<file path="config.mk">
export PLATFORM = sky130hd
export DESIGN_NAME = mul_acc_div_register_unit
export DESIGN_NICKNAME = d
export VERILOG_FILES = /design/src/madr_pkg.sv /design/src/mul_acc_div_register_unit.sv
export SDC_FILE = /design/constraint.sdc
export NUM_CORES = 2
export LEC_CHECK = 0
export BUFFER_PORTS_ARGS = -buffer_cell sky130_fd_sc_hd__buf_2
export CAP_MARGIN = 0
export CORE_AREA = 2 2 296 298
export CTS_CLUSTER_SIZE = 20
export DETAILED_ROUTE_END_ITERATION = 10
export DIE_AREA = 0 0 298 300
export PLACE_DENSITY_LB_ADDON = 0.12
export SLEW_MARGIN = 20
export SYNTH_ARGS = -nofsm -noshare
export SYNTH_HDL_FRONTEND = slang
export SYNTH_SLANG_ARGS = --single-unit
</file>
<file path="constraint.sdc">
create_clock -name clock -period 8.7 [get_ports clock]
set_input_delay 0.87 -clock clock [delete_from_list [all_inputs] [get_ports clock]]
set_output_delay 0.87 -clock clock [all_outputs]
set_load 0.03 [all_outputs]
</file>
<file path="src/madr_pkg.sv">
// Package for the multiply/accumulate/divide register unit.
// Holds command codes, CSR indices, the window size, timing constants and the channel structs.
// No dependencies.
package madr_pkg;

   localparam logic [3:0] CMD_WRBYTE = 4'd0;
   localparam logic [3:0] CMD_WRWORD = 4'd1;
   localparam logic [3:0] CMD_RDBYTE = 4'd2;
   localparam logic [3:0] CMD_MUL    = 4'd3;
   localparam logic [3:0] CMD_DIV    = 4'd4;
   localparam logic [3:0] CMD_SADJ_A = 4'd5;
   localparam logic [3:0] CMD_SADJ_C = 4'd6;
   localparam logic [3:0] CMD_CARRY  = 4'd7;
   localparam logic [3:0] CMD_UNSAFE = 4'd8;

   localparam logic [0:0] CSR_SIGNED = 1'd0;
   localparam logic [0:0] CSR_ACCUM  = 1'd1;

   localparam int WinSize = 32;

   localparam logic [63:0] MUL_TIME_LONG  = 64'd54;
   localparam logic [63:0] MUL_TIME_SHORT = 64'd44;
   localparam logic [63:0] DIV_TIME_BASE  = 64'd176;
   localparam logic [8:0]  DIV_TIME_STEP  = 9'd14;

   // Input payload: cmd, tick, reg_offset, write_data (89 bits, padded to 96).
   typedef struct packed {
      logic [15:0] write_data;
      logic [4:0]  reg_offset;
      logic [63:0] tick;
      logic [3:0]  cmd;
   } req_type;

   // Result payload: read_data, busy_res, warning, carry_flag, unsafe_flag.
   typedef struct packed {
      logic unsafe_flag;
      logic carry_flag;
      logic warning;
      logic busy_res;
      logic [7:0] read_data;
   } rsp_type;

endpackage

</file>
<file path="src/mul_acc_div_register_unit.sv">
// Top level of the multiply/accumulate/divide register unit.
// Access, flag and sign-adjust commands and a divide by zero go from the execute state
// to the response; multiply adds a product state (and an accumulate state in accumulate
// mode), divide a state of restoring steps (one restoring step per cycle in a shared
// 18-bit subtractor). One transaction in flight; a new request is taken only when idle,
// after the response has left. Synchronous active-high reset: window bytes to 0xFF,
// flags, signs and deadline to zero, modes off. Depends on madr_pkg.
module mul_acc_div_register_unit (
   input  logic        clock,
   input  logic        reset,
   input  logic        req_tvalid,
   output logic        req_tready,
   // cmd[3:0], tick[67:4], reg_offset[72:68], write_data[88:73], zeros above
   input  logic [95:0] req_tdata,
   output logic        rsp_tvalid,
   input  logic        rsp_tready,
   // read_data[7:0], busy_res[8], warning[9], carry_flag[10], unsafe_flag[11]
   output logic [15:0] rsp_tdata,
   input  logic        csr_we,
   input  logic [0:0]  csr_index,
   input  logic [0:0]  csr_wdata
);

   localparam logic [2:0] ST_IDLE = 3'd0;
   localparam logic [2:0] ST_EXEC = 3'd1;
   localparam logic [2:0] ST_MUL  = 3'd2;
   localparam logic [2:0] ST_ACC  = 3'd3;
   localparam logic [2:0] ST_DIV  = 3'd4;
   localparam logic [2:0] ST_RSP  = 3'd5;

   logic [2:0]  state_ff, state_in;
   logic [7:0]  win_ff [madr_pkg::WinSize];
   logic [63:0] finish_ff, finish_in;
   logic [1:0]  sign_a_ff, sign_a_in, sign_c_ff, sign_c_in;
   logic        warn_ff, warn_in, carry_ff, carry_in, unsafe_ff, unsafe_in;
   logic        smode_ff, amode_ff;
   madr_pkg::req_type req_ff;
   madr_pkg::rsp_type rsp_ff, rsp_in;
   logic        busy_ff, busy_in;
   // shared datapath registers: product / dividend-quotient and remainder
   logic [31:0] acc_ff, acc_in;
   logic [16:0] rem_ff, rem_in;
   logic [5:0]  cnt_ff, cnt_in;

   logic [15:0] ab, cd, np, sadj_v, sadj_neg;
   logic [31:0] efgh, jklm, prod_fix, acc_sum;
   logic [17:0] trial;
   logic [4:0]  lz;
   logic        sadj_is_neg;
   logic        wr_en;
   logic [4:0]  wr_ofs;
   logic [7:0]  wr_byte;
   logic        wr2_en;
   logic [4:0]  wr2_ofs;
   logic [7:0]  wr2_byte;
   logic        w32_en;
   logic [4:0]  w32_ofs;
   logic [31:0] w32_val;
   logic        w32b_en;
   logic [31:0] w32b_val;

   assign ab   = {win_ff[5], win_ff[4]};
   assign cd   = {win_ff[3], win_ff[2]};
   assign np   = {win_ff[7], win_ff[6]};
   assign efgh = {win_ff[19], win_ff[18], win_ff[17], win_ff[16]};
   assign jklm = {win_ff[31], win_ff[30], win_ff[29], win_ff[28]};

   // Count leading zeros of the divisor
   always_comb begin
      lz = 5'd16;
      for (int i = 0; i < 16; i++) begin
         if (np[i]) lz = 5'(15 - i);
      end
   end

   assign sadj_v      = (req_ff.cmd == madr_pkg::CMD_SADJ_A) ? ab : cd;
   assign sadj_is_neg = ((sadj_v - 16'd1) & 16'h8000) != 16'd0;
   assign sadj_neg    = (sadj_v ^ 16'hFFFF) + 16'd1;
   assign prod_fix    = (smode_ff && (sign_a_ff + sign_c_ff) == 2'd0) ?
                        (acc_ff ^ 32'hFFFF_FFFF) + 32'd1 : acc_ff;
   assign acc_sum     = jklm + acc_ff;
   assign trial       = {rem_ff, acc_ff[31]} - {2'b00, np};

   // Sequencer and shared datapath
   always_comb begin
      state_in  = state_ff;
      finish_in = finish_ff;
      sign_a_in = sign_a_ff;
      sign_c_in = sign_c_ff;
      warn_in   = warn_ff;
      carry_in  = carry_ff;
      unsafe_in = unsafe_ff;
      rsp_in    = rsp_ff;
      busy_in   = busy_ff;
      acc_in    = acc_ff;
      rem_in    = rem_ff;
      cnt_in    = cnt_ff;
      wr_en = 1'b0; wr_ofs = req_ff.reg_offset; wr_byte = req_ff.write_data[7:0];
      wr2_en = 1'b0; wr2_ofs = {req_ff.reg_offset[4:1], 1'b1};
      wr2_byte = req_ff.write_data[15:8];
      w32_en = 1'b0; w32_ofs = 5'd16; w32_val = acc_ff;
      w32b_en = 1'b0; w32b_val = 32'd0;
      case (state_ff)
         ST_IDLE: begin
            if (req_tvalid) state_in = ST_EXEC;
         end
         ST_EXEC: begin
            busy_in = req_ff.tick < finish_ff;
            rsp_in.read_data = 8'd0;
            state_in = ST_RSP;
            case (req_ff.cmd)
               madr_pkg::CMD_WRBYTE: begin
                  if (busy_in) unsafe_in = 1'b1;
                  wr_en = 1'b1;
               end
               madr_pkg::CMD_WRWORD: begin
                  if (busy_in) unsafe_in = 1'b1;
                  wr_en = 1'b1; wr_ofs = {req_ff.reg_offset[4:1], 1'b0};
                  wr2_en = 1'b1;
               end
               madr_pkg::CMD_RDBYTE: begin
                  if (busy_in) unsafe_in = 1'b1;
                  rsp_in.read_data = win_ff[req_ff.reg_offset];
               end
               madr_pkg::CMD_MUL: begin
                  finish_in = req_ff.tick + ((smode_ff || amode_ff) ?
                              madr_pkg::MUL_TIME_LONG : madr_pkg::MUL_TIME_SHORT);
                  warn_in = 1'b0;
                  acc_in = ab * cd;
                  state_in = ST_MUL;
               end
               madr_pkg::CMD_DIV: begin
                  finish_in = req_ff.tick + madr_pkg::DIV_TIME_BASE
                            + 64'(madr_pkg::DIV_TIME_STEP * 9'(lz));
                  warn_in = 1'b0;
                  if (np == 16'd0) begin
                     warn_in = 1'b1; carry_in = 1'b1;
                     w32_en = 1'b1; w32_ofs = 5'd2; w32_val = 32'hFFFF_FFFF;
                     w32b_en = 1'b1;
                  end else begin
                     acc_in = efgh; rem_in = 17'd0; cnt_in = 6'd0;
                     state_in = ST_DIV;
                  end
               end
               madr_pkg::CMD_SADJ_A, madr_pkg::CMD_SADJ_C: begin
                  if (smode_ff) begin
                     wr_en = 1'b1; wr2_en = 1'b1;
                     wr_ofs  = (req_ff.cmd == madr_pkg::CMD_SADJ_A) ? 5'd4 : 5'd2;
                     wr2_ofs = wr_ofs + 5'd1;
                     {wr2_byte, wr_byte} = sadj_is_neg ? sadj_neg : sadj_v;
                     if (req_ff.cmd == madr_pkg::CMD_SADJ_A)
                        sign_a_in = sadj_is_neg ? 2'b11 : 2'b01;
                     else
                        sign_c_in = sadj_is_neg ? 2'b11 : 2'b01;
                  end
               end
               madr_pkg::CMD_CARRY:  carry_in  = req_ff.write_data[0];
               madr_pkg::CMD_UNSAFE: unsafe_in = req_ff.write_data[0];
               default: ;
            endcase
         end
         ST_MUL: begin
            acc_in = prod_fix;
            w32_en = 1'b1; w32_val = prod_fix;
            state_in = amode_ff ? ST_ACC : ST_RSP;
         end
         ST_ACC: begin
            carry_in = acc_sum[31] != jklm[31];
            warn_in  = carry_in;
            w32b_en = 1'b1; w32b_val = acc_sum;
            state_in = ST_RSP;
         end
         ST_DIV: begin
            // one restoring step: shift in the next dividend bit
            if (!trial[17]) rem_in = trial[16:0];
            else rem_in = {rem_ff[15:0], acc_ff[31]};
            acc_in = {acc_ff[30:0], ~trial[17]};
            cnt_in = cnt_ff + 6'd1;
            if (cnt_ff == 6'd31) begin
               w32_en = 1'b1; w32_ofs = 5'd2; w32_val = acc_in;
               w32b_en = 1'b1; w32b_val = {16'd0, rem_in[15:0]};
               state_in = ST_RSP;
            end
         end
         ST_RSP: begin
            rsp_in.busy_res = busy_ff;
            rsp_in.warning = warn_ff;
            rsp_in.carry_flag = carry_ff;
            rsp_in.unsafe_flag = unsafe_ff;
            if (rsp_tvalid && rsp_tready) state_in = ST_IDLE;
         end
         default: state_in = ST_IDLE;
      endcase
   end

   // Window storage
   always_ff @(posedge clock) begin
      if (reset) begin
         for (int i = 0; i < madr_pkg::WinSize; i++) win_ff[i] <= 8'hFF;
      end else begin
         if (wr_en)  win_ff[wr_ofs]  <= wr_byte;
         if (wr2_en) win_ff[wr2_ofs] <= wr2_byte;
         if (w32_en) begin
            win_ff[w32_ofs]        <= w32_val[7:0];
            win_ff[w32_ofs + 5'd1] <= w32_val[15:8];
            win_ff[w32_ofs + 5'd2] <= w32_val[23:16];
            win_ff[w32_ofs + 5'd3] <= w32_val[31:24];
         end
         if (w32b_en) begin
            win_ff[28] <= w32b_val[7:0];
            win_ff[29] <= w32b_val[15:8];
            win_ff[30] <= w32b_val[23:16];
            win_ff[31] <= w32b_val[31:24];
         end
      end
   end

   // Control state, flags and configuration
   always_ff @(posedge clock) begin
      if (reset) begin
         state_ff <= ST_IDLE; finish_ff <= 64'd0;
         sign_a_ff <= 2'd0; sign_c_ff <= 2'd0;
         warn_ff <= 1'b0; carry_ff <= 1'b0; unsafe_ff <= 1'b0;
         smode_ff <= 1'b0; amode_ff <= 1'b0;
         busy_ff <= 1'b0; cnt_ff <= 6'd0;
      end else begin
         state_ff <= state_in; finish_ff <= finish_in;
         sign_a_ff <= sign_a_in; sign_c_ff <= sign_c_in;
         warn_ff <= warn_in; carry_ff <= carry_in; unsafe_ff <= unsafe_in;
         busy_ff <= busy_in; cnt_ff <= cnt_in;
         if (csr_we && csr_index == madr_pkg::CSR_SIGNED) smode_ff <= csr_wdata[0];
         if (csr_we && csr_index == madr_pkg::CSR_ACCUM)  amode_ff <= csr_wdata[0];
      end
   end

   // Payload registers
   always_ff @(posedge clock) begin
      if (req_tvalid && req_tready) req_ff <= req_tdata[88:0];
      acc_ff <= acc_in;
      rem_ff <= rem_in;
      rsp_ff <= rsp_in;
   end

   assign req_tready = (state_ff == ST_IDLE);
   assign rsp_tvalid = (state_ff == ST_RSP);
   assign rsp_tdata  = {4'd0, rsp_in};

   // Response carries current flags
   a_rsp_flags: assert property (@(posedge clock) disable iff (reset)
      rsp_tvalid |-> rsp_tdata[10] == carry_ff && rsp_tdata[11] == unsafe_ff)
      else $error("response flags differ from state");
   a_div_len: assert property (@(posedge clock) disable iff (reset)
      state_ff == ST_DIV |-> cnt_ff < 6'd32)
      else $error("divide step counter overran");
   a_accept_idle: assert property (@(posedge clock) disable iff (reset)
      (req_tvalid && req_tready) |=> state_ff == ST_EXEC)
      else $error("accepted request not executed");
   a_signs: assert property (@(posedge clock) disable iff (reset)
      sign_a_ff != 2'b10 && sign_c_ff != 2'b10)
      else $error("invalid sign code");

endmodule

</file>
==> results.cfg <==
[run_status]
outcome = finished, final reports clean

[clocking]
clockRootBuffer = clkbuf_16
clock_path_buffers = 3
clk_latency_ps = 660
cts.clk_slew.worst_paths_ps = 60
postCtsResizedCells = 0
numCtsBuffers = 54
clock_sinks = 494
cts_tree = built
post_cts_buffers = 0
htreeDepth = 2
ctsHoldBuffers = 0

[sta]
hold_viol = 0
min_period_ps = 7450
relSlewSlack_pct = 19.2
final.setup.tns_ps = 0
final-setup-viol-count = 0
fin_worst_skew_ps = 60.9
fin_crit_sh_pct = 85.7
rsz0062_at_grt = false
worst_pin_slew_ps = 1210
fmax_mhz = 134
fin_ws_ps = 1250
slew_viol_final = 0

[synthesis]
syn_inst = 3814
synth-edff-count = 394
synth_top_area_share_pct = 30.7
ys_seq_area_share_pct = 35.9
avgSynthCellArea_um2 = 10.1
synth-warning-count = 0
synth.area.top_cells = edfxtp_1 31%, fa_1 10%, ha_1 8.0%
synthArstFlopShare_pct = 0
synth.most_common_cell = nand2_1
synth-simple-area-share_pct = 14.6
synth_cell_types = 106
synth_xor_area_share_pct = 3.82
ys.flop_type = edfxtp_1
ys_seq_elements = 494
synth_mux_area_share_pct = 6.33
synth_top_family_by_area = adder cells
synth_fa_ha_area_share_pct = 18.4
synth_top_area_cell = edfxtp_1
synth-compound-area-share_pct = 14.9
syn-cell-area_um2 = 38500
ys_top_cells_by_count = 433 x nand2_1, 394 x edfxtp_1, 337 x inv_1, 260 x nor2_1, 247 x ha_1

[final_layout]
layout-drive-gt1-share_pct = 12.2
stdcell_area_um2 = 42000
area_growth_pct = 9.15
nFillCells = 8172
instances_no_fill = 5028
fin_nets = 4372

[min_path]
hold_depth = 1
hp-class = input pin to flip-flop

[place]
dp_slack_ps = 1180
placed_cell_area_um2 = 40200
place_inst = 4922
io_buffers = 109
hpwl_um = 92000
gp_congestion = 0.970

[routing]
num_vias = 30428
route.detailed.drc = 0
wl_per_cell_um = 25.2
wirelength_um = 127000
vias_per_cell = 6.05
drt_iter0_drc = 3196
drt_first_pass_iters = 8
postRouteAntennaNets = 0

[floorplanning]
num_rows = 108
die_area_um2 = 89400
io-pin-count = 121
die_h_um = 300
die_w_um = 298
core_um2 = 86200
initial_core_util_pct = 44.7

[worst_setup_path]
path_delay_family = adder cells
critical_path_depth = 20
required_ps = 9190
crit_slowest_cell = edfxtp_1
cpPeakStageDelay_ps = 960
worst_r2r_path_depth = 20
end_kind = flip-flop
path_cells = nand2_1, fa_1, inv_1, fa_1, fa_1, fa_1, inv_1, fa_1, inv_1, fa_1, ha_1, nand2_1, o21ai_0, a21oi_1, a2111oi_0, o21ai_0, o31ai_1, a21oi_1, or4b_1, o211ai_1
crit_path_start_kind = flip-flop
cp_num_buf_inv = 3
path_class = flip-flop to flip-flop
path_max_fanout = 17
crit_arrival_ps = 7950
crit_top_cell = fa_1

[grt]
grt_start_max_net_pins = 78
grt_pass1_wl_um = 190000
grt_antenna_before_repair = 4
grt_pass1_vias = 29239
grt_util_all_layers_pct = 28.0
grt-ovfl-total = 0

[pwr]
total_power_mw = 9.15
p_per_area_nw_per_um2 = 218
ir_worst_vdd_uv = 243
p_leak_nw = 15.6

[job]
drv_cap = 0
## final cells by class
type,instances,area (µm²),area share [%]
sequential,494,13800,32.9
tap,1155,1450,3.44
antenna,4,10.0,0.0238
clock inverter,34,364,0.867
multi-input combinational,2746,22500,53.5
clock buffer,68,1450,3.44
timing repair buffer,190,1160,2.75
inverter,337,1260,3.01
## worst paths after layout
kind                  endpoint     startpoint  slack, ps
setup reg to reg    acc_ff[29]   win_ff[5][1]       1250
hold reg to reg   finish_ff[0]   finish_ff[0]        460
setup / recovery    acc_ff[29]   win_ff[5][1]       1250
hold / removal      req_ff[72]  req_tdata[72]        410
## stage by stage
stage               hold WS, ps  utilization, %
floorplan                   436               -
global placement            441            46.6
detailed placement          443            46.6
CTS                         389            48.7
global route                400            48.7
finish                      412            48.7
## where the power goes
group	switching, mW	leakage [nW]	internal [mW]	total [mW]
Sequential	0.528	3.85	2.94	3.47
Clock	1.04	0.879	1.34	2.38
Combinational	2.10	10.8	1.21	3.30
Total	3.66	15.6	5.49	9.15
## flip-flops by register name, summed over array words and instances, names as in the netlist, 3 cells and up, named ones only
register   flops
win_ff       256
req_ff        89
finish_ff     64
acc_ff        32
rem_ff        17
rsp_ff        12
cnt_ff         6
state_ff       3
## cell usage in the layout, fill, tap and decap left out, drive strengths merged, types with 61 or more instances in the layout
master	netlist	routed
nand2	436	436
edfxtp	394	394
inv	337	339
nor2	276	276
ha	247	247
fa	199	199
buf	77	190
a21oi	184	184
o21ai	131	131
a22oi	120	120
and2	106	106
dfxtp	100	100
xnor2	90	90
a211oi	82	82
mux4	80	80
xor2	75	75
a21o	70	70
clkbuf	163	68
nor3	61	61
## logic make-up after synthesis
logic type      count (synthesis)
buf+inv                       577
other cells                     1
compound gates                829
flops                         494
xor+xnor                      166
mux                           142
simple gates                 1159
fa+ha+maj                     446
## metal layers
metal / track usage, % / wire length [µm]
met4: 9.86 / 4890
met1: 40.1 / 54700
met2: 42.7 / 55600
met3: 5.20 / 11300
met5: 0 / 38
Note: power is estimated with default switching activity, not from simulation.
